**src/rtl/xrg_pkg.sv**
```systemverilog
`default_nettype none
package xrg_pkg;

  localparam logic [31:0] INIT_X        = 32'd123456789;
  localparam logic [31:0] INIT_Y        = 32'd362436069;
  localparam logic [31:0] INIT_Z        = 32'd521288629;
  localparam logic [31:0] INIT_W        = 32'd0;
  localparam logic [31:0] FALLBACK_SEED = 32'd88675123;
  localparam logic [31:0] LOW31_MASK    = 32'h7fffffff;
  localparam logic [31:0] FRAC23_MASK   = 32'h007fffff;

  localparam int SH_A = 11;
  localparam int SH_B = 19;
  localparam int SH_C = 8;

  // one remainder step per bit of the 31-bit dividend
  localparam int DIV_STEPS = 31;
  localparam int CNT_W     = $clog2(DIV_STEPS);

  localparam int QDEPTH = 2;
  localparam int QPTR_W = $clog2(QDEPTH);
  localparam int QCNT_W = $clog2(QDEPTH + 1);

  localparam logic [2:0] CMD_SEED  = 3'd0;
  localparam logic [2:0] CMD_RAW   = 3'd1;
  localparam logic [2:0] CMD_BELOW = 3'd2;
  localparam logic [2:0] CMD_RANGE = 3'd3;
  localparam logic [2:0] CMD_FRAC  = 3'd4;

  typedef enum logic [2:0] {
    OP_SEED,
    OP_RAW,
    OP_MOD,
    OP_FRAC,
    OP_ZERO
  } op_t;

  typedef struct packed {
    op_t         op;
    logic [31:0] arg;     // seed word or raw divisor
    logic [31:0] addend;  // lower end for range requests
  } entry_t;

  typedef struct packed {
    logic   valid;
    entry_t entry;
  } q_head_t;

  typedef enum logic [1:0] {
    S_IDLE,
    S_DIV,
    S_FIN
  } state_t;

  typedef struct packed {
    logic [31:0] x;
    logic [31:0] y;
    logic [31:0] z;
    logic [31:0] w;
  } xs_state_t;

  function automatic xs_state_t xs_advance(input xs_state_t s);
    logic [31:0] t;
    xs_state_t   n;
    t   = s.x ^ (s.x << SH_A);
    n.x = s.y;
    n.y = s.z;
    n.z = s.w;
    n.w = (s.w ^ (s.w >> SH_B)) ^ (t ^ (t >> SH_C));
    return n;
  endfunction

endpackage
`default_nettype wire

```
**src/rtl/xrg_front.sv**
```systemverilog
`default_nettype none
module xrg_front (
  input  logic               in_valid,
  output logic               in_ready,
  input  logic [2:0]         cmd,
  input  logic signed [31:0] seed_value,
  input  logic signed [31:0] bound_lo,
  input  logic signed [31:0] bound_hi,
  input  logic               q_full,
  output logic               push,
  output xrg_pkg::entry_t    entry
);
  import xrg_pkg::*;

  logic [31:0] span;
  logic [31:0] seed_u;
  logic        known;

  assign in_ready = !q_full;
  assign span     = bound_hi - bound_lo;
  assign seed_u   = seed_value;

  always_comb begin
    entry.op     = OP_ZERO;
    entry.arg    = '0;
    entry.addend = '0;
    known        = 1'b1;
    case (cmd)
      CMD_SEED: begin
        entry.op  = OP_SEED;
        entry.arg = (seed_u == '0 || seed_u[31]) ? FALLBACK_SEED : seed_u;
      end
      CMD_RAW: begin
        entry.op = OP_RAW;
      end
      CMD_BELOW: begin
        entry.op  = (bound_lo == '0) ? OP_ZERO : OP_MOD;
        entry.arg = bound_lo;
      end
      CMD_RANGE: begin
        entry.op     = (span == '0) ? OP_ZERO : OP_MOD;
        entry.arg    = span;
        entry.addend = (span == '0) ? '0 : bound_lo;
      end
      CMD_FRAC: begin
        entry.op = OP_FRAC;
      end
      default: begin
        known = 1'b0;
      end
    endcase
  end

  // unused codes are taken and dropped
  assign push = in_valid && in_ready && known;

endmodule
`default_nettype wire

```
**src/rtl/xrg_queue.sv**
```systemverilog
`default_nettype none
module xrg_queue (
  input  logic             clk,
  input  logic             rst,
  input  logic             push,
  input  xrg_pkg::entry_t  push_entry,
  input  logic             pop,
  output logic             full,
  output xrg_pkg::q_head_t head
);
  import xrg_pkg::*;

  entry_t              slots [QDEPTH];
  logic [QPTR_W-1:0]   wr_ptr;
  logic [QPTR_W-1:0]   rd_ptr;
  logic [QCNT_W-1:0]   count;
  logic                do_push;
  logic                do_pop;

  assign full       = (count == QCNT_W'(QDEPTH));
  assign head.valid = (count != '0);
  assign head.entry = slots[rd_ptr];
  assign do_push    = push && !full;
  assign do_pop     = pop && head.valid;

  always_ff @(posedge clk) begin
    if (rst) begin
      wr_ptr <= '0;
      rd_ptr <= '0;
      count  <= '0;
    end else begin
      if (do_push) begin
        wr_ptr <= (wr_ptr == QPTR_W'(QDEPTH - 1)) ? '0 : wr_ptr + 1'b1;
      end
      if (do_pop) begin
        rd_ptr <= (rd_ptr == QPTR_W'(QDEPTH - 1)) ? '0 : rd_ptr + 1'b1;
      end
      case ({do_push, do_pop})
        2'b10:   count <= count + 1'b1;
        2'b01:   count <= count - 1'b1;
        default: count <= count;
      endcase
    end
  end

  always_ff @(posedge clk) begin
    if (do_push) begin
      slots[wr_ptr] <= push_entry;
    end
  end

endmodule
`default_nettype wire

```
**src/rtl/xrg_back.sv**
```systemverilog
`default_nettype none
module xrg_back (
  input  logic               clk,
  input  logic               rst,
  input  xrg_pkg::q_head_t   head,
  output logic               pop,
  output logic               out_valid,
  input  logic               out_ready,
  output logic signed [31:0] value
);
  import xrg_pkg::*;

  state_t           state;
  state_t           state_next;
  xs_state_t        gen;
  xs_state_t        adv;
  logic [31:0]      rem;
  logic [31:0]      divisor;
  logic [30:0]      dq;
  logic [CNT_W-1:0] cnt;
  logic [31:0]      addend;
  logic [31:0]      mag;
  logic [31:0]      shifted;
  logic             take;
  logic             load_out;

  assign adv     = xs_advance(gen);
  assign mag     = head.entry.arg[31] ? (32'd0 - head.entry.arg) : head.entry.arg;
  assign shifted = {rem[30:0], dq[30]};

  always_comb begin
    state_next = state;
    take       = 1'b0;
    load_out   = 1'b0;
    case (state)
      S_IDLE: begin
        if (head.valid) begin
          take = 1'b1;
          case (head.entry.op)
            OP_SEED: state_next = S_IDLE;
            OP_MOD:  state_next = S_DIV;
            default: state_next = S_FIN;
          endcase
        end
      end
      S_DIV: begin
        if (cnt == CNT_W'(DIV_STEPS - 1)) begin
          state_next = S_FIN;
        end
      end
      S_FIN: begin
        if (!out_valid || out_ready) begin
          load_out   = 1'b1;
          state_next = S_IDLE;
        end
      end
      default: begin
        state_next = S_IDLE;
      end
    endcase
  end

  assign pop = take;

  always_ff @(posedge clk) begin
    if (rst) begin
      state <= S_IDLE;
    end else begin
      state <= state_next;
    end
  end

  always_ff @(posedge clk) begin
    if (rst) begin
      gen       <= '{x: INIT_X, y: INIT_Y, z: INIT_Z, w: INIT_W};
      out_valid <= 1'b0;
    end else begin
      if (take) begin
        case (head.entry.op)
          OP_SEED: gen.w <= head.entry.arg;
          OP_ZERO: gen   <= gen;
          default: gen   <= adv;
        endcase
      end
      if (load_out) begin
        out_valid <= 1'b1;
      end else if (out_ready) begin
        out_valid <= 1'b0;
      end
    end
  end

  always_ff @(posedge clk) begin
    if (take) begin
      cnt     <= '0;
      divisor <= mag;
      dq      <= adv.w[30:0];
      addend  <= head.entry.addend;
      case (head.entry.op)
        OP_RAW:  rem <= adv.w;
        OP_FRAC: rem <= adv.w & FRAC23_MASK;
        default: rem <= '0;
      endcase
    end else if (state == S_DIV) begin
      cnt <= cnt + 1'b1;
      dq  <= {dq[29:0], 1'b0};
      rem <= (shifted >= divisor) ? (shifted - divisor) : shifted;
    end
    if (load_out) begin
      value <= rem + addend;
    end
  end

endmodule
`default_nettype wire

```
**src/rtl/xorshift128_range_generator_top.sv**
```systemverilog
// xorshift128 range generator
// input channel: in_valid / in_ready with cmd, seed_value, bound_lo, bound_hi;
//   a request is taken on a clock edge where in_valid and in_ready are high
// output channel: out_valid / out_ready with value, held until taken
// cmd 0 reseeds the last state word and produces nothing; cmds 1, 2, 3, 4
//   each produce one value; codes 5 to 7 are taken and dropped
// a front stage classifies each request into a two-entry queue, the back
//   stage owns the generator state and a bit-serial remainder unit
// a raw, fraction or zero-divisor request passes from the queue to S_FIN
//   and then to the output register; bound and range requests pass
//   through S_DIV for the 31 remainder steps, one dividend bit per cycle
// the back end takes the next request only once the previous result is
//   in the output register; a reseed returns it straight to S_IDLE
// reset (rst, synchronous) restores the default state words, empties the
//   queue and drops any pending output
// if the receiver stalls, the finished value waits in the output register,
//   the back end holds the next result, and the queue keeps taking requests
//   until it is full, after which in_ready drops
`default_nettype none
module xorshift128_range_generator_top (
  input  logic               clk,
  input  logic               rst,
  input  logic               in_valid,
  output logic               in_ready,
  input  logic [2:0]         cmd,
  input  logic signed [31:0] seed_value,
  input  logic signed [31:0] bound_lo,
  input  logic signed [31:0] bound_hi,
  output logic               out_valid,
  input  logic               out_ready,
  output logic signed [31:0] value
);
  import xrg_pkg::*;

  // request path between the stages
  logic    push;
  entry_t  push_entry;
  logic    q_full;
  logic    pop;
  q_head_t head;

  // front: decode the command and precompute the divisor
  xrg_front u_front (
    .in_valid   (in_valid),
    .in_ready   (in_ready),
    .cmd        (cmd),
    .seed_value (seed_value),
    .bound_lo   (bound_lo),
    .bound_hi   (bound_hi),
    .q_full     (q_full),
    .push       (push),
    .entry      (push_entry)
  );

  // short queue decouples acceptance from execution
  xrg_queue u_queue (
    .clk        (clk),
    .rst        (rst),
    .push       (push),
    .push_entry (push_entry),
    .pop        (pop),
    .full       (q_full),
    .head       (head)
  );

  // back: generator state, remainder unit and output register
  xrg_back u_back (
    .clk       (clk),
    .rst       (rst),
    .head      (head),
    .pop       (pop),
    .out_valid (out_valid),
    .out_ready (out_ready),
    .value     (value)
  );

endmodule
`default_nettype wire

```
**config.mk**
```make
export PLATFORM = sky130hd
export DESIGN_NAME = xorshift128_range_generator_top
export DESIGN_NICKNAME = d
export VERILOG_FILES = /design/src/rtl/xrg_pkg.sv /design/src/rtl/xrg_front.sv /design/src/rtl/xrg_queue.sv /design/src/rtl/xrg_back.sv /design/src/rtl/xorshift128_range_generator_top.sv
export SDC_FILE = /design/constraint.sdc
export NUM_CORES = 1
export LEC_CHECK = 0
export ABC_AREA = 1
export BUFFER_PORTS_ARGS = -buffer_cell sky130_fd_sc_hd__buf_2
export CAP_MARGIN = 20
export CORE_MARGIN = 4
export CORE_UTILIZATION = 30
export DETAILED_ROUTE_END_ITERATION = 10
export PLACE_DENSITY_LB_ADDON = 0.1
export SYNTH_ARGS = -nofsm -noshare
export SYNTH_HDL_FRONTEND = slang
export SYNTH_SLANG_ARGS = --single-unit
```
**constraint.sdc**
```tcl
create_clock -name clk -period 3.75 [get_ports clk]
set_input_delay 0.1875 -clock clk [delete_from_list [all_inputs] [get_ports clk]]
set_output_delay 0.1875 -clock clk [all_outputs]
set_load 0.01 [all_outputs]
```
# --- After elaboration in Yosys (flattened, before gate mapping) ---
# Memory sizes are Yosys's and may differ from the RTL's. A register that Yosys moved wholly into a read port is not among the register bits.
# Cells that the tools add are included.
word_totals:
  regBits: 299
  ram_bits: 134
  memories: 1
  in_bits: 103
  elab_cells: 107
op_classes:
  eq_ne: 17
  bitwise: 6
  n_mux: 34
  n_addsub: 9
  magnitude_cmp: 1
  n_reduce_logical: 23
mem_list:
  columns: ["memory", "words", "word_bits", "read_ports", "rd_ports_with_merged_regs", "write_ports", "line", "text"]
  rows:
  - ["u_queue.slots", 2, 67, 1, 1, 1, "xrg_queue.sv:13", "entry_t slots [QDEPTH];"]
ops:
  columns: ["cell", "count"]
  rows:
  - ["32-bit two-way mux", 6]
  - ["32-bit one-hot mux with 2 select lines", 2]
  - ["32-bit zero test", 3]
  - ["32-bit one-hot mux with 3 select lines", 1]
  - ["31-bit two-way mux", 3]
  - ["32-bit subtractor", 2]
  - ["32-bit XOR", 2]
  - ["32-bit adder", 1]
  - ["32-bit >= comparator", 1]
  - ["1-bit by 32-bit subtractor with 32-bit output (first input constant)", 1]
  - ["32-bit by 13-bit XOR with 32-bit output", 1]
  - ["32-bit by 24-bit XOR with 32-bit output", 1]
  - ["3-bit one-hot mux with 5 select lines", 1]
  - ["1-bit two-way mux", 13]
  - ["3-bit by 2-bit == test with 1-bit output (second input constant)", 4]
  - ["2-bit one-hot mux with 2 select lines", 2]
  - ["2-bit nonzero test", 4]
  - ["2-bit == test (second input constant)", 3]
  - ["3-bit by 1-bit == test with 1-bit output (second input constant)", 2]
  - ["3-bit == test (second input constant)", 2]
  - ["3-bit zero test", 2]
  - ["2-bit two-way mux", 3]
  - ["3-bit two-way mux", 2]
  - ["2-bit one-hot mux with 3 select lines", 1]
  - ["17 further kinds", 27]

# --- Longest topological paths before layout ---
# Gate-level depths: netlist (run 1).
depth:
  ltp_word: 7
  mapped_depth: 20
  depth_no_buf: 19

# --- Modules after synthesis ---
# A second synthesis (run 1) with hierarchy kept.
unflattened:
  cells_unflattened: 3266
  area_unflattened_um2: 26252.7
by_module_without_submodules:
  columns: ["module", "n_inst", "cells_per_inst", "area_each_um2", "seq_area_each_um2"]
  rows:
  - ["xrg_back", 1, 2250, 17307.8, 7497.2]
  - ["xrg_queue", 1, 248, 5193.7, 4124.0]
  - ["xrg_front", 1, 768, 3751.1, 0.0]

# --- Worst setup path after synthesis (run 1) ---
# Ideal clock, no wire load.
synth_path:
  kind: "reg2reg"
  from: "register u_back.state[1]"
  to: "register u_queue.count[1]"
  period_less_slack_ns: 4.046
  t_required_ns: 3.628
  n_path_buf: 2
  setup_time_ns: 0.122
  arrival_time_ns: 3.924
  path_slack_ns: -0.296
  path_stages_with_launch: 11
  path_cell_list: "dfxtp_1 > nor2_1 > inv_1 > a21oi_1 > clkbuf_1 > clkbuf_1 > ha_1 > a21oi_1 > o21ai_0 > o21ai_0 > a21oi_1"
synth_between:
  elab_chain_len: 5
  word_cells_on_any_way: 7
  classes_between: "eq/ne: 2; mux: 2; reduce/logical: 3"
synth_rtl:
  columns: ["element", "line", "text"]
  rows:
  - ["start: declaration", "xrg_back.sv:13", "state_t state;"]
  - ["start signal: assignment", "xrg_back.sv:69", "state <= state_next;"]
  - ["2-bit zero test (*)", "xrg_back.sv:35", "case (state)"]
  - ["1-bit two-way mux (*)", "xrg_back.sv:35", null]
  - ["net pop", "xorshift128_range_generator_top.sv:39", "logic pop;"]
  - ["1-bit logical AND (*)", "xrg_queue.sv:24", "assign do_pop = pop && head.valid;"]
  - ["2-bit by 1-bit == test with 1-bit output / 2-bit == test (equally long branches)", "xrg_queue.sv:38", "case ({do_push, do_pop})"]
  - ["2-bit one-hot mux with 2 select lines / 2-bit nonzero test (equally long branches)", null, null]
  - ["end signal: assignment", "xrg_queue.sv:39", "2'b10: count <= count + 1'b1;"]
  - ["end signal: assignment", "xrg_queue.sv:40", "2'b01: count <= count - 1'b1;"]
  - ["end signal: assignment", "xrg_queue.sv:41", "default: count <= count;"]
  - ["end: declaration", "xrg_queue.sv:16", "logic [QCNT_W-1:0] count;"]
# Mark *: on every way through the listed nets, which the timed path passes. The rest lies on a longest branch.
# A chain may end at the register's enable or synchronous reset.

# --- Worst setup path in the final report (run 1) ---
layout_path:
  from: "register u_back.rem[0]"
  to: "register u_back.value[26], data pin"
layout_between:
  elab_chain_len: 1
layout_rtl:
  columns: ["element", "line", "text"]
  rows:
  - ["start: declaration", "xrg_back.sv:17", "logic [31:0] rem;"]
  - ["start signal: assignment", "xrg_back.sv:100", "OP_RAW: rem <= adv.w;"]
  - ["start signal: assignment", "xrg_back.sv:101", "OP_FRAC: rem <= adv.w & FRAC23_MASK;"]
  - ["start signal: assignment", "xrg_back.sv:107", "rem <= (shifted >= divisor) ? (shifted - divisor) : shifted;"]
  - ["32-bit adder", "xrg_back.sv:110", "value <= rem + addend;"]
  - ["end signal: assignment", "xrg_back.sv:110", null]
  - ["end: declaration", "xrg_back.sv:9", "output logic signed [31:0] value"]
# Every way passes these cells.

==> summary.md, run 1 <==
| Metric | Value |
|---|---|
| Status | `finished, final reports clean` |
| Synth Cell Area | `~25000 µm²` |
| Crit Path Class | `flop to flop` |
| Layout Nets | `roughly 3400` |
| Ys async rst share | `0%` |
| DR iter-0 viols | `1375` |
| Slew headroom | `between 30% and 40%` |
| Synth cell types | `59` |
| Leakage | `12.45 nW` |
| Die Wd | `295.5 µm` |
| Cts bufs inserted | `50` |
| Detail Route Antenna Nets | `0` |
| DP HPWL | `68.71 mm` |
| Startpoint Class | `flop` |
| # port buffers | `about 140` |
| Starting Density | `30.24%` |
| Sequential area share after synthesis | `46.87%` |
| Largest net degree at the start of global routing | `110` |
| Fmax | `328.8 MHz` |
| CTS tree | `built` |
| Crit end category | `flop` |
| DRC violations left | `0` |
| Worst-margin pin slew | `0.9981 ns` |
| Ys Warns | `0` |
| Root Buffer | `clkbuf_16` |
| Minimum clock period | `3.041 ns` |
| Placed cell area | `roughly 27000 µm²` |
| Clk slew on worst S/H paths | `0.06 ns` |
| PnR worst setup slack | `0.7090 ns` |
| Post-synth EDFFs | `293` |
| Post-synthesis to final-layout area growth | `14.95%` |
| Fin. Hold Viols | `0` |
| Latest clock arrival within the worst-skew pair | `0.61 ns` |
| Mean Syn Cell Area | `8.161 µm²` |
| GPL Wtd Cong | `0.9210` |
| Die H | `295.5 µm` |
| Post-Synthesis Cells | `3038` |
| Yosys reg bits | `434` |
| Max Cap Viol | `0` |
| Global-route usage over all layers | `19.76%` |
| Unrepaired setup endpoints after global routing | `no` |
| Vias | `20880` |
| # diodes | `0` |
| Worst VDD drop | `524.2 µV` |
| Total Neg Setup Slack | `0 ns` |
| Global-route wire length before repair | `about 130 mm` |
| Tcrit/Tclk final | `81.09%` |
| Primary FF master, synth | `edfxtp_1` |
| Mapped Nets | `3243` |
| Detailed Route WL | `~90 mm` |
| Post-CTS sizing | `0` |
| Drt pass-1 iters | `5` |
| WL per Instance | `20.53 µm` |
| Design area | `between 20000 and 30000 µm²` |
| Pins Over Slew Limit | `0` |
| Worst Hold Class | `primary input to flop` |
| Antenna violations before repair | `0` |
| CTS Buffer Depth | `3` |
| Worst endpoint data arrival time | `3.39 ns` |
| Share of layout cells above drive strength 1 | `9.801%` |
| Core area | `81980 µm²` |
| Rows | `around 110` |
| Finished Core Util | `34.77%` |
| Skew final | `0.04719 ns` |
| Die ar. | `87310 µm²` |
| Grt ovf | `0` |
| Cell Pwr Density | `1065 nW/µm²` |
| Post-place setup slack | `0.5244 ns` |
| Tot Pwr | `30.36 mW` |
| Worst EP required | `4.10 ns` |
| Vias in the first global route | `20330` |
| Vias per inst | `4.873` |
| H-tree levels | `2` |
| Final Setup Violations | `0` |
| Clock Sinks | `434` |
| Top Ports | `137` |
| Worst-path fanout max | `4` |
-- synth_stat cells (19+ instances only) --
| master | number | area, µm² |
|---|---|---|
| xnor2_1 | 65 | 569.3 |
| o211ai_1 | 26 | 195.2 |
| nand3_1 | 156 | 780.8 |
| nand4_1 | 26 | 162.7 |
| a21oi_1 | 154 | 770.7 |
| o22ai_1 | 19 | 118.9 |
| nor2_1 | 296 | 1111 |
| nor4_1 | 20 | 125.1 |
| nand2_1 | 817 | 3067 |
| o21ai_0 | 191 | 955.9 |
| ha_1 | 99 | 1239 |
| xor2_1 | 108 | 945.9 |
| dfxtp_1 | 141 | 2823 |
| clkbuf_1 | 63 | 236.5 |
| inv_1 | 337 | 1265 |
| edfxtp_1 | 293 | 8798 |
-- worst max-delay path, cell delays in order, from the launching register on --
cell and delay (ns):
edfxtp_1 0.48, ha_1 0.22, inv_1 0.06, fa_1 0.43, o21ai_0 0.32, nand3_1 0.11, nand2_1 0.11, nand3_1 0.08
nand2_1 0.15, a21oi_1 0.14, o21ai_0 0.43, nand2_1 0.09, nand2_1 0.09, xor2_1 0.06
-- what timing repair did --
action	4_1_cts	5_1_grt
buffers inserted	0	0
hold endpoints to repair	8	0
hold buffers	5	0
-- stage by stage --
stage / hold slack, ns / std cells
after floorplan: 0.2566 / 3038
after global placement: 0.4291 / 4184
after detailed placement: 0.4409 / 4184
after CTS: 0.003826 / 4282
after global routing: 0.04579 / 4284
final: 0.05402 / 4284
-- report_power, final --
| group | leakage (nW) | internal (mW) | switching (mW) |
|---|---|---|---|
| logic | 7.73 | 5.32 | 11.2 |
| clock network | 0.781 | 2.81 | 2.07 |
| registers | 3.94 | 7.86 | 1.09 |
-- placed cells by master (no fill, tap or decap), types with 108 or more instances in the layout --
master | Yosys | routed
nor2_1 | 296 | 292
a21oi_1 | 154 | 153
nand3_1 | 156 | 156
buf_2 | 17 | 136
o21ai_0 | 191 | 191
edfxtp_1 | 293 | 293
dfxtp_1 | 141 | 140
nand2_1 | 817 | 815
xor2_1 | 108 | 108
inv_1 | 337 | 336
-- logic make-up after synthesis --
kind of cell               Yosys count  share of synthesized area [%]
AOI/OAI and AO/OA                  482                          11.07
xor gates and xnor gates           173                          6.111
adders and majority gates          102                          5.238
buffers and inverters              444                          7.105
DFF                                434                          46.87
muxes                                2                        0.08075
and+or+nand+nor                   1401                          23.53
-- flip-flops by register name, summed over array words and instances (netlist names), 2 cells and up, named ones only --
signal and cells:
u_back.divisor 32, u_back.state 2, u_queue.slots 134, u_back.dq 31, u_back.adv 96, u_queue.count 2, u_back.gen 32, u_back.addend 32
u_back.value 32, u_back.cnt 5, u_back.rem 32
-- worst paths after layout --
path                               start                             to  slack (ns)  cells after the start
min reg2reg  u_back.adv[72]$_SDFFE_PP1P_   u_back.adv[104]$_SDFFE_PP1P_        0.45                      2
max reg2reg      u_back.rem[0]$_DFFE_PP_     u_back.value[26]$_DFFE_PP_        0.71                     13
max              u_back.rem[0]$_DFFE_PP_     u_back.value[26]$_DFFE_PP_        0.71                     13
min                          bound_lo[0]  u_queue.slots[1][0]$_DFFE_PP_        0.05                      3
-- cell type report --
cell class	count	area, µm²
fill	8655	53480
sequential	434	11620
multi-input combinational	2160	11450
tap	1070	1339
inverter	347	1306
clock buffer	62	1296
timing repair buffer	180	1169
clock inverter	31	315.3
-- metal layers --
metal / wire length (µm) / global-route usage, % / vias to the layer above
li1: - / - / 10350
met1: 41100 / 27.32 / 9963
met2: 41750 / 33.70 / 473
met3: 3376 / 2.066 / 91
met4: 1716 / 4.043 / 0
met5: 0 / 0 / -
(Power assumes the default switching activity.)
==> run 2: changes to the inputs <==
==> constraint.sdc (replaced) <==
create_clock -name clk -period 2.95 [get_ports clk]
set_input_delay 0.1475 -clock clk [delete_from_list [all_inputs] [get_ports clk]]
set_output_delay 0.1475 -clock clk [all_outputs]
set_load 0.01 [all_outputs]
==> run 2 against run 1 <==
Design area up 3.6%. Sequential share of layout area down 1.4 points. Die area unchanged. Global-route usage up 0.20 points. Critical path type unchanged. Wire length up 0.80%. Highest routed layer unchanged. Largest cell class unchanged. Power up 33%.
==> summary.md, run 2 (synthesis results as in run 1) <==
| Metric | Value |
|---|---|
| Die ar. | `87310 µm² (unchanged)` |
| Vias | `21210 (was 20880)` |
| Worst-path fanout max | `30 (was 4)` |
| Sw frac | `46.62% (was 47.34%)` |
| Die H | `295.5 µm (unchanged)` |
| Final Setup Violations | `0 (unchanged)` |
| Unrepaired setup endpoints after global routing | `no (unchanged)` |
| WL per Instance | `20.14 µm (was 20.53 µm)` |
| Grt ovf | `0 (unchanged)` |
| Most common cell after layout, fill and taps aside | `nand2_1 (unchanged)` |
| Layout Nets | `3494 (was 3378)` |
| Setup crit end | `u_back.rem[0]$_DFFE_PP_ (was u_back.value[26]$_DFFE_PP_)` |
| Worst EP required | `3.26 ns (was 4.10 ns)` |
| Minimum clock period | `2.795 ns (was 3.041 ns)` |
| Slew headroom | `30.78% (was 33.46%)` |
| Top delay family on crit path | `compound AO/OA/AOI/OAI gates (unchanged)` |
| Antenna violations before repair | `0 (unchanged)` |
| Hold Slack | `0.04130 ns (was 0.05402 ns)` |
| Die Wd | `295.5 µm (unchanged)` |
| Tot Pwr | `40.24 mW (was 30.36 mW)` |
| Rows | `105 (unchanged)` |
| CTS tree | `built (unchanged)` |
| Core area | `81980 µm² (unchanged)` |
| Starting Density | `30.24% (unchanged)` |
| Cell Pwr Density | `1362 nW/µm² (was 1065 nW/µm²)` |
| Global-route wire length before repair | `132.2 mm (was 130.4 mm)` |
| Reg2reg setup slack | `0.15 ns (was 0.71 ns)` |
| Worst Hold Class | `primary input to flop (unchanged)` |
| CP max stage delay | `0.41 ns (was 0.48 ns)` |
| Clock Sinks | `434 (unchanged)` |
| Fin cells | `4401 (was 4284)` |
| Combinational fraction of design power | `56.6% (was 54.5%)` |
| Worst VDD drop | `529.5 µV (was 524.2 µV)` |
| Root Buffer | `clkbuf_16 (unchanged)` |
| Worst endpoint data arrival time | `3.11 ns (was 3.39 ns)` |
| Crit Path Class | `flop to flop (unchanged)` |
| Largest register FFs | `134 (unchanged)` |
| Drt pass-1 iters | `6 (was 5)` |
| Cts bufs inserted | `51 (was 50)` |
| Hold path depth | `3 (unchanged)` |
| Vias per inst | `4.819 (was 4.873)` |
| Finished Core Util | `36.03% (was 34.77%)` |
| Pins Over Slew Limit | `0 (unchanged)` |
| Top Ports | `137 (unchanged)` |
| Bufs and invs on worst path | `4 (was 1)` |
| Fin. Hold Viols | `0 (unchanged)` |
| Placed cell count | `4301 (was 4184)` |
| Fmax | `357.8 MHz (was 328.8 MHz)` |
| Max Cap Viol | `0 (unchanged)` |
| Critical Path Most Common Cell | `o21ai_0 (was nand2_1)` |
| Reg2reg end | `u_back.rem[0]$_DFFE_PP_ (was u_back.value[26]$_DFFE_PP_)` |
| Share of layout cells above drive strength 1 | `13.24% (was 9.801%)` |
| Detailed Route WL | `88.65 mm (was 87.95 mm)` |
| H-tree levels | `2 (unchanged)` |
| Most frequent cells in the layout | `nand2_1, inv_1, edfxtp_1, nor2_1, o21ai_0 (unchanged)` |
| Detail Route Antenna Nets | `0 (unchanged)` |
| Startpoint Class | `flop (unchanged)` |
| Post-place setup slack | `-0.1724 ns (was 0.5244 ns)` |
| Clock group share of total power | `15.7% (was 16.1%)` |
| Stages on the worst setup path | `12 (was 13)` |
| Largest net degree at the start of global routing | `122 (was 110)` |
| Top reg by flops | `u_queue.slots (unchanged)` |
| GPL Wtd Cong | `0.9631 (was 0.9210)` |
| DR iter-0 viols | `1474 (was 1375)` |
| PnR worst setup slack | `0.1549 ns (was 0.7090 ns)` |
| Worst R2R Start | `u_back.divisor[30]$_DFFE_PP_ (was u_back.rem[0]$_DFFE_PP_)` |
| Status | `finished, final reports clean (unchanged)` |
| Cell Int Power | `21.48 mW (was 15.99 mW)` |
| Placed cell area | `27780 µm² (was 26800 µm²)` |
| Sw power | `18.76 mW (was 14.37 mW)` |
| Vias in the first global route | `20570 (was 20330)` |
| DRC violations left | `0 (unchanged)` |
| Worst Reg2Reg Path Length in Cells | `12 (was 13)` |
| Crit end category | `flop (unchanged)` |
| Post-synthesis to final-layout area growth | `19.14% (was 14.95%)` |
| Tcrit/Tclk final | `94.75% (was 81.09%)` |
| # port buffers | `136 (unchanged)` |
| Clk slew on worst S/H paths | `0.06 ns (about the same)` |
| Critical-path top delay cell | `edfxtp_1 (unchanged)` |
| Total Neg Setup Slack | `0 ns (unchanged)` |
| Skew final | `0.03391 ns (was 0.04719 ns)` |
| Worst-margin pin slew | `1.027 ns (was 0.9981 ns)` |
| Critical path launch point | `u_back.divisor[30]$_DFFE_PP_ (was u_back.rem[0]$_DFFE_PP_)` |
| CTS Buffer Depth | `3 (unchanged)` |
| Design area | `29540 µm² (was 28500 µm²)` |
| Sequential cell fraction of total power | `27.7% (was 29.5%)` |
| Critical path, cell by cell | `inv_1 > ha_1 > inv_1 > o21ai_0 > a21oi_1 > o21ai_0 > nor2_2 > nand3_4 > buf_12 > buf_4 > o21ai_0 > o21ai_0 (was ha_1 > inv_1 > fa_1 > o21ai_0 > nand3_1 > nand2_1 > nand3_1 > nand2_1 > a21oi_1 > o21ai_0 > nand2_1 > nand2_1 > xor2_1)` |
| Global-route usage over all layers | `19.96% (was 19.76%)` |
| Latest clock arrival within the worst-skew pair | `0.60 ns (was 0.61 ns)` |
| DP HPWL | `70.88 mm (was 68.71 mm)` |
| Worst Hold Launch | `seed_value[7] (was bound_lo[0])` |
| Leakage | `13.07 nW (was 12.45 nW)` |
==> run 2: cell type report <==
cell class	instances	area [µm²]
inverter	347	1306
timing repair buffer	295	2112
sequential	434	11620
antenna	1	2.502
clock buffer	71	1413
fill	8643	52440
tap	1070	1339
multi-input combinational	2160	11480
clock inverter	23	257.7
==> run 2: repair_timing <==
action                                 in CTS  in global routing
hold buffers                                5                  0
setup endpoints to repair                   0                 20
endpoints found under the hold margin      10                  0
gates resized for setup                     0                 17
setup buffers                               0                  0
==> run 2: how the worst min path moves through the flow <==
stage	slack [ns]	to
3_5_place_dp	0.44	u_back.adv[119]$_SDFFE_PP1P_
5_1_grt	0.03	u_queue.slots[1][39]$_DFFE_PP_
6_report	0.04	u_queue.slots[1][39]$_DFFE_PP_
2_1_floorplan	0.22	u_back.out_valid$_SDFFE_PP0P_
4_1_cts	0.002	u_queue.slots[1][0]$_DFFE_PP_
3_3_place_gp	0.43	flop
==> run 2: worst register-to-register path: stages (launching register included) <==
cell and delay [ns]:
edfxtp_1 0.41, inv_1 0.15, ha_1 0.28, inv_1 0.15, o21ai_0 0.11, a21oi_1 0.16, o21ai_0 0.19, nor2_2 0.23
nand3_4 0.19, buf_12 0.22, buf_4 0.16, o21ai_0 0.17, o21ai_0 0.10
==> run 2: layer usage <==
metal  vias to the layer above  share of wire [%]  track usage, %
met1                     10080                 48           28.07
li1                      10580                  -               -
met2                       447                 47           33.24
met4                         0                2.2           4.551
met5                         -                  0               0
met3                       110                3.6           2.081
==> run 2: power by group through the flow <==
stage	clock network [mW]	registers, mW	logic [mW]
after global placement	0	11.2	22.8
after CTS	6.51	11.2	22.9
after global routing	6.73	11.4	25.4
after floorplan	0	11.1	14.1
after detailed placement	0	11.3	22.7
final	6.31	11.1	22.8
